<file path="src/rtl/brp_pkg.sv">
// Shared types and constants for the 2bpp bitmap row padding removal block.
package brp_pkg;

    // Depth of the result queue in front of the output port.
    localparam int BRP_FIFO_DEPTH = 4;

    // Mask of one 2-bit pixel.
    localparam logic [1:0] BRP_PIX_MASK = 2'h3;

    // One source word.
    typedef struct packed {
        logic [7:0] src_byte;
        logic [7:0] glyph_width;
        logic [7:0] glyph_height;
        logic       glyph_start;
    } brp_in_t;

    // One result word.
    typedef struct packed {
        logic [7:0] out_byte;
        logic       out_last;
    } brp_out_t;

    // Results made by one source word, handed to the result queue.
    typedef struct packed {
        logic [1:0] count;
        brp_out_t   first;
        brp_out_t   second;
    } brp_push_t;

endpackage

</file>
<file path="src/rtl/brp_pack.sv">
// Input register, glyph state and pixel repacking logic.
module brp_pack
    import brp_pkg::*;
(
    input  logic      clk,
    input  logic      rst_n,
    input  logic      src_valid,
    output logic      src_stall,
    input  brp_in_t   src_data,
    input  logic      room,
    output brp_push_t push
);

    logic       hold_valid_reg;
    logic       hold_valid_next;
    brp_in_t    hold_reg;
    logic       advance;

    logic [5:0] pending_pixels_reg, pending_pixels_next;
    logic [1:0] pending_count_reg, pending_count_next;
    logic [5:0] byte_column_reg, byte_column_next;
    logic [7:0] row_index_reg, row_index_next;
    logic [7:0] width_latched_reg, width_latched_next;
    logic [7:0] height_latched_reg, height_latched_next;

    logic       start;
    logic [7:0] w_eff, h_eff, row_eff;
    logic [5:0] pend_eff, col_eff;
    logic [1:0] cnt_eff;
    logic       active;
    logic [6:0] stride;
    logic       last_col;
    logic       ended;
    logic [8:0] remain;
    logic [2:0] valid_px;
    logic [7:0] new_px;
    logic [13:0] seq;
    logic [2:0] total;
    logic       full;
    logic [2:0] rem_total;
    logic [1:0] rc;
    logic [5:0] rem_mask;
    logic [5:0] rem_px;
    logic [7:0] full_byte;
    logic [7:0] flush_byte;

    // The held word moves on when the queue has room for two results.
    assign advance   = hold_valid_reg && room;
    assign src_stall = hold_valid_reg && !advance;

    // Input register.
    always_comb
    begin
        hold_valid_next = hold_valid_reg;
        if (!src_stall)
        begin
            hold_valid_next = src_valid;
        end
    end

    always_ff @(posedge clk or negedge rst_n)
    begin
        if (!rst_n)
        begin
            hold_valid_reg <= 1'b0;
        end
        else
        begin
            hold_valid_reg <= hold_valid_next;
        end
    end

    always_ff @(posedge clk)
    begin
        if (src_valid && !src_stall)
        begin
            hold_reg <= src_data;
        end
    end

    // A start word restarts the glyph from the fresh sizes.
    always_comb
    begin
        start    = hold_reg.glyph_start;
        w_eff    = start ? hold_reg.glyph_width  : width_latched_reg;
        h_eff    = start ? hold_reg.glyph_height : height_latched_reg;
        row_eff  = start ? 8'd0 : row_index_reg;
        col_eff  = start ? 6'd0 : byte_column_reg;
        cnt_eff  = start ? 2'd0 : pending_count_reg;
        pend_eff = start ? 6'd0 : pending_pixels_reg;
        active   = (w_eff != 8'd0) && (h_eff != 8'd0) && (row_eff < h_eff);
    end

    // Row geometry: bytes per row and valid pixels in this byte.
    always_comb
    begin
        stride   = 7'(({1'b0, w_eff} + 9'd3) >> 2);
        last_col = ({1'b0, col_eff} + 7'd1) >= stride;
        ended    = last_col && (({1'b0, row_eff} + 9'd1) >= {1'b0, h_eff});
        remain   = {1'b0, w_eff} - {1'b0, col_eff, 2'b00};
        valid_px = (remain >= 9'd4) ? 3'd4 : remain[2:0];
    end

    // Join the pending pixels with the valid pixels of this byte.
    always_comb
    begin
        new_px     = hold_reg.src_byte >> (4'd8 - {valid_px, 1'b0});
        seq        = ({8'd0, pend_eff} << {valid_px, 1'b0}) | {6'd0, new_px};
        total      = {1'b0, cnt_eff} + valid_px;
        full       = total >= 3'd4;
        rem_total  = full ? (total - 3'd4) : total;
        rc         = rem_total[1:0];
        full_byte  = 8'(seq >> {rem_total, 1'b0});
        rem_mask   = 6'((7'd1 << {rc, 1'b0}) - 7'd1);
        rem_px     = seq[5:0] & rem_mask;
        flush_byte = 8'({2'b00, rem_px} << (4'd8 - {1'b0, rc, 1'b0}));
    end

    // Results of this word and next state.
    always_comb
    begin
        push                = '0;
        pending_pixels_next = pending_pixels_reg;
        pending_count_next  = pending_count_reg;
        byte_column_next    = byte_column_reg;
        row_index_next      = row_index_reg;
        width_latched_next  = width_latched_reg;
        height_latched_next = height_latched_reg;
        if (advance)
        begin
            width_latched_next  = w_eff;
            height_latched_next = h_eff;
            pending_pixels_next = pend_eff;
            pending_count_next  = cnt_eff;
            byte_column_next    = col_eff;
            row_index_next      = start ? h_eff : row_index_reg;
            if (active)
            begin
                pending_pixels_next = ended ? 6'd0 : rem_px;
                pending_count_next  = ended ? 2'd0 : rc;
                byte_column_next    = last_col ? 6'd0 : (col_eff + 6'd1);
                row_index_next      = last_col ? (row_eff + 8'd1) : row_eff;
                if (full)
                begin
                    push.first.out_byte = full_byte;
                    push.first.out_last = ended && (rc == 2'd0);
                    push.count          = 2'd1;
                end
                if (ended && (rc != 2'd0))
                begin
                    if (full)
                    begin
                        push.second.out_byte = flush_byte;
                        push.second.out_last = 1'b1;
                        push.count           = 2'd2;
                    end
                    else
                    begin
                        push.first.out_byte = flush_byte;
                        push.first.out_last = 1'b1;
                        push.count          = 2'd1;
                    end
                end
            end
        end
    end

    // Glyph state registers.
    always_ff @(posedge clk or negedge rst_n)
    begin
        if (!rst_n)
        begin
            pending_pixels_reg <= 6'd0;
            pending_count_reg  <= 2'd0;
            byte_column_reg    <= 6'd0;
            row_index_reg      <= 8'd0;
            width_latched_reg  <= 8'd0;
            height_latched_reg <= 8'd0;
        end
        else
        begin
            pending_pixels_reg <= pending_pixels_next;
            pending_count_reg  <= pending_count_next;
            byte_column_reg    <= byte_column_next;
            row_index_reg      <= row_index_next;
            width_latched_reg  <= width_latched_next;
            height_latched_reg <= height_latched_next;
        end
    end

    // Two results in one step only at glyph end: a full byte, then the marked flush.
    assert property (@(posedge clk) disable iff (!rst_n)
        (push.count == 2'd2) |-> (push.second.out_last && !push.first.out_last))
        else $error("brp_pack: bad ordering of two results");

    // With a pending count of zero, the pending pixels are zero.
    assert property (@(posedge clk) disable iff (!rst_n)
        (pending_count_reg == 2'd0) |-> (pending_pixels_reg == 6'd0))
        else $error("brp_pack: stale pending pixels");

    // Nothing is produced while no word is held.
    assert property (@(posedge clk) disable iff (!rst_n)
        !hold_valid_reg |-> (push.count == 2'd0))
        else $error("brp_pack: result without a source word");

endmodule

</file>
<file path="src/rtl/brp_out_fifo.sv">
// Small result queue that takes up to two words per cycle and gives one per cycle unless dst stalls.
module brp_out_fifo
    import brp_pkg::*;
#(
    parameter int DEPTH = BRP_FIFO_DEPTH
)
(
    input  logic      clk,
    input  logic      rst_n,
    input  brp_push_t push,
    output logic      room,
    output logic      dst_valid,
    input  logic      dst_stall,
    output brp_out_t  dst_data
);

    localparam int PW = (DEPTH > 1) ? $clog2(DEPTH) : 1;
    localparam int CW = $clog2(DEPTH + 1);
    localparam logic [PW-1:0] LAST_IDX = PW'(DEPTH - 1);

    brp_out_t      mem [DEPTH];
    logic [PW-1:0] wr_ptr_reg, wr_ptr_next;
    logic [PW-1:0] rd_ptr_reg, rd_ptr_next;
    logic [CW-1:0] count_reg, count_next;
    logic [PW-1:0] wr_ptr_1;
    logic          pop;

    // Pointer after the write pointer, with wrap.
    assign wr_ptr_1 = (wr_ptr_reg == LAST_IDX) ? '0 : (wr_ptr_reg + 1'b1);

    assign room      = count_reg <= CW'(DEPTH - 2);
    assign dst_valid = count_reg != '0;
    assign dst_data  = mem[rd_ptr_reg];
    assign pop       = dst_valid && !dst_stall;

    // Pointer and fill count update.
    always_comb
    begin
        wr_ptr_next = wr_ptr_reg;
        rd_ptr_next = rd_ptr_reg;
        case (push.count)
            2'd1:    wr_ptr_next = wr_ptr_1;
            2'd2:    wr_ptr_next = (wr_ptr_1 == LAST_IDX) ? '0 : (wr_ptr_1 + 1'b1);
            default: wr_ptr_next = wr_ptr_reg;
        endcase
        if (pop)
        begin
            rd_ptr_next = (rd_ptr_reg == LAST_IDX) ? '0 : (rd_ptr_reg + 1'b1);
        end
        count_next = count_reg + CW'(push.count) - CW'(pop);
    end

    always_ff @(posedge clk or negedge rst_n)
    begin
        if (!rst_n)
        begin
            wr_ptr_reg <= '0;
            rd_ptr_reg <= '0;
            count_reg  <= '0;
        end
        else
        begin
            wr_ptr_reg <= wr_ptr_next;
            rd_ptr_reg <= rd_ptr_next;
            count_reg  <= count_next;
        end
    end

    // Storage writes.
    always_ff @(posedge clk)
    begin
        if (push.count != 2'd0)
        begin
            mem[wr_ptr_reg] <= push.first;
        end
        if (push.count == 2'd2)
        begin
            mem[wr_ptr_1] <= push.second;
        end
    end

    // The queue never overfills.
    assert property (@(posedge clk) disable iff (!rst_n)
        count_reg <= CW'(DEPTH))
        else $error("brp_out_fifo: overflow");

    // Pushes only arrive when there was room for them.
    assert property (@(posedge clk) disable iff (!rst_n)
        (push.count != 2'd0) |-> room)
        else $error("brp_out_fifo: push without room");

    // The count follows pushes and pops.
    assert property (@(posedge clk) disable iff (!rst_n)
        $past(rst_n) |-> (count_reg ==
            $past(count_reg) + CW'($past(push.count)) - CW'($past(pop))))
        else $error("brp_out_fifo: count mismatch");

endmodule

</file>
<file path="src/rtl/bitmap_row_padding_removal_2bpp.sv">
// Top level of the 2bpp bitmap row padding removal block.
//
//  channel   dir  handshake              word
//  src       in   src_valid / src_stall  brp_in_t  (source byte, sizes, start)
//  dst       out  dst_valid / dst_stall  brp_out_t (packed byte, last mark)
//
// One source word is taken per cycle while src_stall is low; its results
// reach the output port through the input register and the result queue.
// A word that ends a glyph with a full byte and a partial byte makes two
// results; the queue drains one per cycle unless dst stalls, so src stalls only
// when it is short of room for two. Reset clears the glyph state and empties
// the queue. A stall on dst backs up through the queue into src_stall.
module bitmap_row_padding_removal_2bpp
    import brp_pkg::*;
#(
    parameter int FIFO_DEPTH = BRP_FIFO_DEPTH
)
(
    input  logic     clk,
    input  logic     rst_n,
    input  logic     src_valid,
    output logic     src_stall,
    input  brp_in_t  src_data,
    output logic     dst_valid,
    input  logic     dst_stall,
    output brp_out_t dst_data
);

    brp_push_t push;
    logic      room;

    // Repacking stage.
    brp_pack u_pack (
        .clk       (clk),
        .rst_n     (rst_n),
        .src_valid (src_valid),
        .src_stall (src_stall),
        .src_data  (src_data),
        .room      (room),
        .push      (push)
    );

    // Result queue.
    brp_out_fifo #(
        .DEPTH (FIFO_DEPTH)
    ) u_out_fifo (
        .clk       (clk),
        .rst_n     (rst_n),
        .push      (push),
        .room      (room),
        .dst_valid (dst_valid),
        .dst_stall (dst_stall),
        .dst_data  (dst_data)
    );

endmodule

</file>
<file path="config.mk">
export PLATFORM = sky130hd
export DESIGN_NAME = bitmap_row_padding_removal_2bpp
export DESIGN_NICKNAME = d
export VERILOG_FILES = /design/src/rtl/brp_pkg.sv /design/src/rtl/brp_pack.sv /design/src/rtl/brp_out_fifo.sv /design/src/rtl/bitmap_row_padding_removal_2bpp.sv
export SDC_FILE = /design/constraint.sdc
export NUM_CORES = 1
export LEC_CHECK = 0
export ABC_AREA = 0
export ABC_CLOCK_PERIOD_IN_PS = 8670
export CAP_MARGIN = 20
export CORE_MARGIN = 2
export CORE_UTILIZATION = 61
export DETAILED_ROUTE_END_ITERATION = 8
export DONT_BUFFER_PORTS = 1
export PLACE_DENSITY = 0.88
export SYNTH_ARGS = -nofsm -noshare
export SYNTH_HDL_FRONTEND = slang
export SYNTH_SLANG_ARGS = --single-unit
</file>
<file path="constraint.sdc">
create_clock -name clk -period 8.67 [get_ports clk]
set_clock_uncertainty 0.15 [all_clocks]
set_input_delay 0.4335 -clock clk [delete_from_list [all_inputs] [get_ports clk]]
set_output_delay 0.4335 -clock clk [all_outputs]
set_load 0.01 [all_outputs]
</file>
==> reports/results.ini, run 1 <==
[outcome]
status=completed

[placed_design]
hpwl_um=13700
place_ws_ps=1680
port_buffers=0
globalplace.congestion=0.978
postPlaceCellArea_um2=7570

[global_route]
grt_pass1_vias=6096
grt_max_degree=47
antenna_found_initial=0
grt_util_all_layers=0.296
grt_first_pass_wirelength_um=30700
grt_overflow=0

[route]
drt-total-wl_um=18400
ant_nets=0
wl_per_cell_um=20.1
drt_iter0_drc=667
drc_errors=0
via_count=6053
routed_via_density=6.63
drt-pass1-iter-count=5

[layout]
largest_reg_flops=36
fin_nets=838
fillers=920
layout-drive-gt1-share=0.102
diodes=0
fin_area_um2=7950
area_growth_pct=6.17

[clock_tree]
cts_resized=0
cts_root_buffer=clkbuf_16
cts_buffer_depth=2
clk_pin_slew_ps=70
htreeDepth=3
insertion_delay_ps=360
post_cts_buffers=0
clkSinkCount=107
numCtsBuffers=9
cts_tree=built
cts_hold_buf=2

[synth]
synth-edff-count=61
synth_common_cells=nand2_1 (110), edfxtp_1 (61), o21ai_0 (56)
yosysTopAreaCell=edfxtp_1
yosys_warnings=0
ys.flop_type=edfxtp_1
avgSynthCellArea_um2=9.62
synthArstFlopShare=0.430
syn_area_um2=7480
synth.yosys.seq_area_share=0.399
netlist_instances=778
synth_top_area_frac=0.245
synth_cell_type_count=86
synth_area_leaders=edfxtp_1 (24%), dfrtp_1 (15%), ha_1 (7.9%)
synth_nets=855
yosysMostFrequentCell=nand2_1
ys_ff_latch=107

[timing]
report.final.setup_viol=0
hold_viol_final=0
rsz0062_at_grt=no
slew_headroom=0.551
fin_crit_ps=7160
fmax_ghz=0.140
worst_slew_pin_slew_ps=673
period_share=0.826
finalSetupTns_ps=0
setup_slack_ps=1510
slew_violations=0

[flow_run]
drv_cap=0

[worst_setup_path]
end_kind=register
cpPeakStageDelay_ps=660
cp_common_cell=ha_1
start_kind=register
cp_slowest_cell=ha_1
crit_type=register to register
required_ps=8640
arrival_ps=7130
crit_fanout=32

[die]
start_util=0.623
fp.coreArea_um2=12000
die_h_um=115
ios=40
die_x_um=115
core.rowCount=40
die_area_um2=13200

[pwr]
power.density_nw_per_um2=325
vdd_drop_max_uv=176
leakage_nw=3.14

[worst_hold_path]
min_path_type=input pin to register

## worst paths after layout
check,startpoint,to,slack [ps],cells after the start
worst max register to register,u_pack.start$_DFFE_PP_,u_out_fifo.mem[1][8]$_DFFE_PP_,1510,25
max in group asynchronous,rst_n,u_out_fifo.count_reg[2]$_DFF_PN0_,7740,2
min in group asynchronous,rst_n,u_pack.pending_pixels_reg[3]$_DFFE_PN0P_,410,2
worst min register to register,u_pack.pending_count_reg[1]$_DFFE_PN0P_,u_pack.pending_count_reg[1]$_DFFE_PN0P_,330,2
worst max-delay path,u_pack.start$_DFFE_PP_,u_out_fifo.mem[1][8]$_DFFE_PP_,1510,25
worst min-delay path,src_data[24],u_pack.hold_reg[24]$_DFFE_PP_,9,0
## critical path, delay by kind of cell, from the launching register on
kind	cells	cell delay (ps)
multiplexers	1	520
AO/OA/AOI/OAI	6	1070
AND/OR/NAND/NOR	7	1650
XOR/XNOR	1	150
buffers and inverters	5	1100
adder cells (fa/ha/maj)	5	1600
flip-flops	1	650
## power by group
group | switching [mW] | internal (mW) | leakage, nW
logic | 0.772 | 0.513 | 1.84
registers | 0.143 | 0.719 | 1.15
clock network | 0.199 | 0.233 | 0.153
total | 1.11 | 1.46 | 3.14
## metrics by stage
stage / power (mW) / utilization / hold slack (ps) / std cells
after floorplan: 1.79 / - / -12.1 / 778
after global placement: 2.04 / 0.629 / -9.00 / 893
after detailed placement: 2.12 / 0.630 / -9.02 / 894
after CTS: 2.55 / 0.659 / 4.20 / 912
after global routing: 2.76 / 0.661 / 2.05 / 913
final: 2.58 / 0.661 / 8.70 / 913
## layout make-up
type                            instances  area [um2]  share of cell area
Timing Repair Buffer                   15         155              0.0195
Clock inverter                          5        38.8             0.00488
Clock buffer                           11         275              0.0346
Inverter                               30         114              0.0143
Multi-Input combinational cell        598        4200               0.528
Sequential cell                       107        2980               0.375
Tap cell                              147         184              0.0231
## per-layer routing
metal | up-vias | routed length, um | global-route usage | share of wire
li1 | 2830 | - | - | -
met1 | 2907 | 7610 | 0.376 | 0.41
met2 | 267 | 9240 | 0.511 | 0.50
met3 | 49 | 980 | 0.0401 | 0.053
met4 | 0 | 561 | 0.130 | 0.031
met5 | - | 0 | 0 | 0
## cell usage in the layout (no fill, tap or decap), types with 6 or more instances in the layout
cell,n
a31oi_1,12
nor3_1,18
ha_1,47
a21o_1,8
buf_4,12
mux4_2,12
o22ai_1,9
o21ai_0,56
clkbuf_16,11
nand2b_1,10
a21oi_1,36
a22oi_1,6
nor2_1,47
and2_1,12
inv_1,29
xor2_1,11
edfxtp_1,61
mux2_2,20
mux2i_1,27
xnor2_1,14
nand2_1,110
dfrtp_1,46
nand3_1,25
nor2b_1,19
## cells by family (layout without fill, tap and decap cells)
group | Yosys count | in the layout | share of synthesized area
buffers and inverters | 73 | 61 | 0.0408
AOI/OAI and AO/OA | 186 | 186 | 0.166
xor gates and xnor gates | 25 | 25 | 0.0293
and+or+nand+nor | 279 | 279 | 0.180
adders and majority gates | 48 | 48 | 0.0813
DFF | 107 | 107 | 0.399
muxes | 60 | 60 | 0.104
Power figures use the tool's default switching activity.
==> inputs of run 2 (changes only) <==
--- a/config.mk
+++ b/config.mk
@@ -5,14 +5,14 @@
 export SDC_FILE = /design/constraint.sdc
 export NUM_CORES = 1
 export LEC_CHECK = 0
-export ABC_AREA = 0
-export ABC_CLOCK_PERIOD_IN_PS = 8670
+export ABC_AREA = 1
+export ABC_CLOCK_PERIOD_IN_PS = 6510
 export CAP_MARGIN = 20
 export CORE_MARGIN = 2
-export CORE_UTILIZATION = 61
+export CORE_UTILIZATION = 59
 export DETAILED_ROUTE_END_ITERATION = 8
 export DONT_BUFFER_PORTS = 1
-export PLACE_DENSITY = 0.88
+export PLACE_DENSITY = 0.89
 export SYNTH_ARGS = -nofsm -noshare
 export SYNTH_HDL_FRONTEND = slang
 export SYNTH_SLANG_ARGS = --single-unit
==> constraint.sdc (replaced) <==
create_clock -name clk -period 6.51 [get_ports clk]
set_clock_uncertainty 0.15 [all_clocks]
set_input_delay 0.3255 -clock clk [delete_from_list [all_inputs] [get_ports clk]]
set_output_delay 0.3255 -clock clk [all_outputs]
set_load 0.01 [all_outputs]
==> run 2 against run 1 <==
  * Power is 52% higher
  * Combinational power is 74% higher
  * Global-route usage is 2.6 points lower
  * Non-clock buffer count rose by 26
  * Final cell count is 30% higher
  * First-iteration DRC count is 7.3% higher
  * Highest routed layer unchanged
  * Largest cell class unchanged
  * Critical path depth up 6
  * Sequential cell count unchanged
  * Design area is 4.6% higher
  * Clock power is 30% higher
  * Area after synthesis is 0.97% higher
==> reports/results.ini, run 2 <==
[timing]
slew_violations=0  ; unchanged
report.final.setup_viol=0  ; unchanged
fin_crit_ps=5940  ; -1210 ps
period_share=0.913  ; +0.0874
fmax_ghz=0.168  ; +20%
hold_viol_final=0  ; unchanged
worst_slew_pin_slew_ps=1040  ; +367 ps
slew_headroom=0.307  ; -0.244
hold-worst-slack_ps=24.9  ; +16.2 ps
rsz0062_at_grt=no
finalSetupTns_ps=0  ; unchanged

[synth]
yosysTopAreaCell=edfxtp_1
synth.yosys.seq_area_share=0.395  ; -0.00383
synth_cell_type_count=46  ; -47%
yosysMostFrequentCell=nand2_1
synth_top_area_frac=0.242  ; -0.00235
synth_nets=1077  ; +26%
netlist_instances=1000  ; +29%
avgSynthCellArea_um2=7.56  ; -21%
ys_ff_latch=107  ; unchanged
syn_area_um2=7560  ; +0.97%
synthArstFlopShare=0.430  ; unchanged
synth_common_cells=nand2_1 (231), nand3_1 (119), inv_1 (106)
ys.flop_type=edfxtp_1
synth-edff-count=61  ; unchanged
yosys_warnings=0  ; unchanged
synth_area_leaders=edfxtp_1 (24%), dfrtp_1 (15%), nand2_1 (11%)

[global_route]
grt_max_degree=48  ; +2.1%
grt_util_all_layers=0.271  ; -0.0255
grt_first_pass_wirelength_um=29200  ; -4.8%
antenna_found_initial=0  ; unchanged
grt_pass1_vias=6248  ; +2.5%
grt_overflow=0  ; unchanged

[clock_tree]
cts_buffer_depth=2  ; unchanged
cts_tree=built
post_cts_buffers=0  ; unchanged
cts_resized=0  ; unchanged
cts_hold_buf=28  ; +26
insertion_delay_ps=370  ; about the same
cts_root_buffer=clkbuf_16
htreeDepth=3  ; unchanged
clkSinkCount=107  ; unchanged
numCtsBuffers=9  ; unchanged
clk_pin_slew_ps=80  ; about the same

[pwr]
power.total_mw=3.92  ; +52%
seqPwrFrac=0.285  ; -0.049
p_int_mw=1.99  ; +36%
switching_share=0.494  ; +0.0619
p_sw_mw=1.94  ; +74%
vdd_drop_max_uv=283  ; +60%
combPwrFrac=0.573  ; +0.075
leakage_nw=3.80  ; +21%
power.density_nw_per_um2=472  ; +45%
clock_power_share=0.143  ; -0.024

[worst_setup_path]
cp_slowest_cell=edfxtp_1
r2r_slack_ps=570  ; -950 ps
crit_fanout=20  ; -38%
crit_type=register to register
required_ps=6470  ; -2170 ps
cp.depth=31  ; +24%
cpPeakStageDelay_ps=440  ; -220 ps
start_kind=register
r2r.worst_path.cells=31  ; +24%
end_kind=register
arrival_ps=5910  ; -1220 ps
crit_family=simple AND/OR/NAND/NOR gates
cp_common_cell=nand2_1
crit_buf_inv=10  ; +5

[die]
die_area_um2=13700  ; +4.2%
start_util=0.601  ; -0.0218
fp.coreArea_um2=12600  ; +4.6%
die_h_um=117  ; +2.1%
die_x_um=117  ; +2.1%
ios=40  ; unchanged
core.rowCount=41  ; +2.5%

[layout]
fin_nets=1089  ; +30%
fillers=994  ; +8.0%
fin_util=0.661  ; about the same
diodes=0  ; unchanged
layout_commonest_cell=nand2_1
largest_reg_flops=36  ; unchanged
layout_common_cells=nand2_1 (231), nand3_1 (119), inv_1 (106), o21ai_0 (96), nor2_1 (77)
layout-drive-gt1-share=0.0777  ; -0.0241
area_growth_pct=9.99

[placed_design]
hpwl_um=12500  ; -9.2%
port_buffers=0  ; unchanged
globalplace.congestion=0.941  ; -3.8%

[route]
wl_per_cell_um=14.7  ; -27%
drt-pass1-iter-count=8  ; +3
routed_via_density=5.74  ; -13%
drc_errors=0  ; unchanged
drt_iter0_drc=716  ; +7.3%
drt-total-wl_um=17500  ; -4.7%
ant_nets=0  ; unchanged
via_count=6827  ; +13%

[flow_run]
drv_cap=0  ; unchanged

[worst_hold_path]
min_path_type=input pin to register
worstHoldPathCells=3  ; +3

[outcome]
status=completed

-- run 2: cell count changes after synthesis, sizes merged, moves of 12 or more --
| cell | change |
|---|---|
| nor2 | +35 |
| nor2b | -19 |
| nand2 | +126 |
| inv | +89 |
| o21ai | +53 |
| mux2i | -26 |
| nand4 | +12 |
| mux2 | -21 |
| mux4 | -12 |
| nand3 | +96 |
-- run 2: routing by layer --
metal	wire, um	share of wire	track usage	vias up
li1	-	-	-	3390
met4	472	0.027	0.0957	0
met5	0	0	0	-
met1	7450	0.42	0.344	3099
met3	1160	0.066	0.0572	49
met2	8450	0.48	0.461	289
-- run 2: path summary, 6_finish.rpt --
kind	from	end
worst max register to register	u_pack.start$_DFFE_PP_	u_out_fifo.mem[2][0]$_DFFE_PP_
max in group asynchronous	rst_n	u_pack.width_latched_reg[3]$_DFFE_PN0P_
worst min register to register	u_pack.height_latched_reg[4]$_DFFE_PN0P_	u_pack.height_latched_reg[4]$_DFFE_PN0P_
worst min-delay path	dst_stall	u_out_fifo.rd_ptr_reg[1]$_DFFE_PN0P_
worst max-delay path	u_pack.start$_DFFE_PP_	u_out_fifo.mem[2][0]$_DFFE_PP_
min in group asynchronous	rst_n	u_out_fifo.rd_ptr_reg[0]$_DFFE_PN0P_
-- run 2: power by group through the flow --
stage,combinational [mW],clock [mW],sequential [mW]
floorplan,1.72,0,1.08
global placement,2.10,0,1.12
detailed placement,2.16,0,1.12
CTS,2.20,0.562,1.11
global route,2.55,0.592,1.14
finish,2.25,0.561,1.12
-- run 2: layout make-up --
type	count	area [um2]	share of cell area
multi-input combinational	730	3950	0.475
sequential	107	2980	0.359
inverter	123	462	0.0556
timing repair buffer	41	395	0.0476
clock buffer	9	225	0.0271
tap	172	215	0.0259
clock inverter	7	83.8	0.0101
-- run 2: through the flow --
step                instance area [um2]  worst slack, ps  cells
floorplan                          7560              678   1000
global placement                   7700              973   1145
global route                       8310             20.6   1189
CTS                                8310              651   1189
detailed placement                 7700              743   1145
finish                             8310              566   1189
-- run 2: tightest hold or removal path, delay by kind of cell --
kind	cells	cell delay (ps)
compound gates	2	120
simple gates	1	60
-- run 2: kinds of logic after synthesis --
kind of cell | Yosys count | share of synthesized area
compound gates | 177 | 0.128
buf+inv | 163 | 0.0836
fa+ha+maj | 48 | 0.0805
xor+xnor | 17 | 0.0247
flops | 107 | 0.395
mux | 1 | 0.00132
simple gates | 487 | 0.287
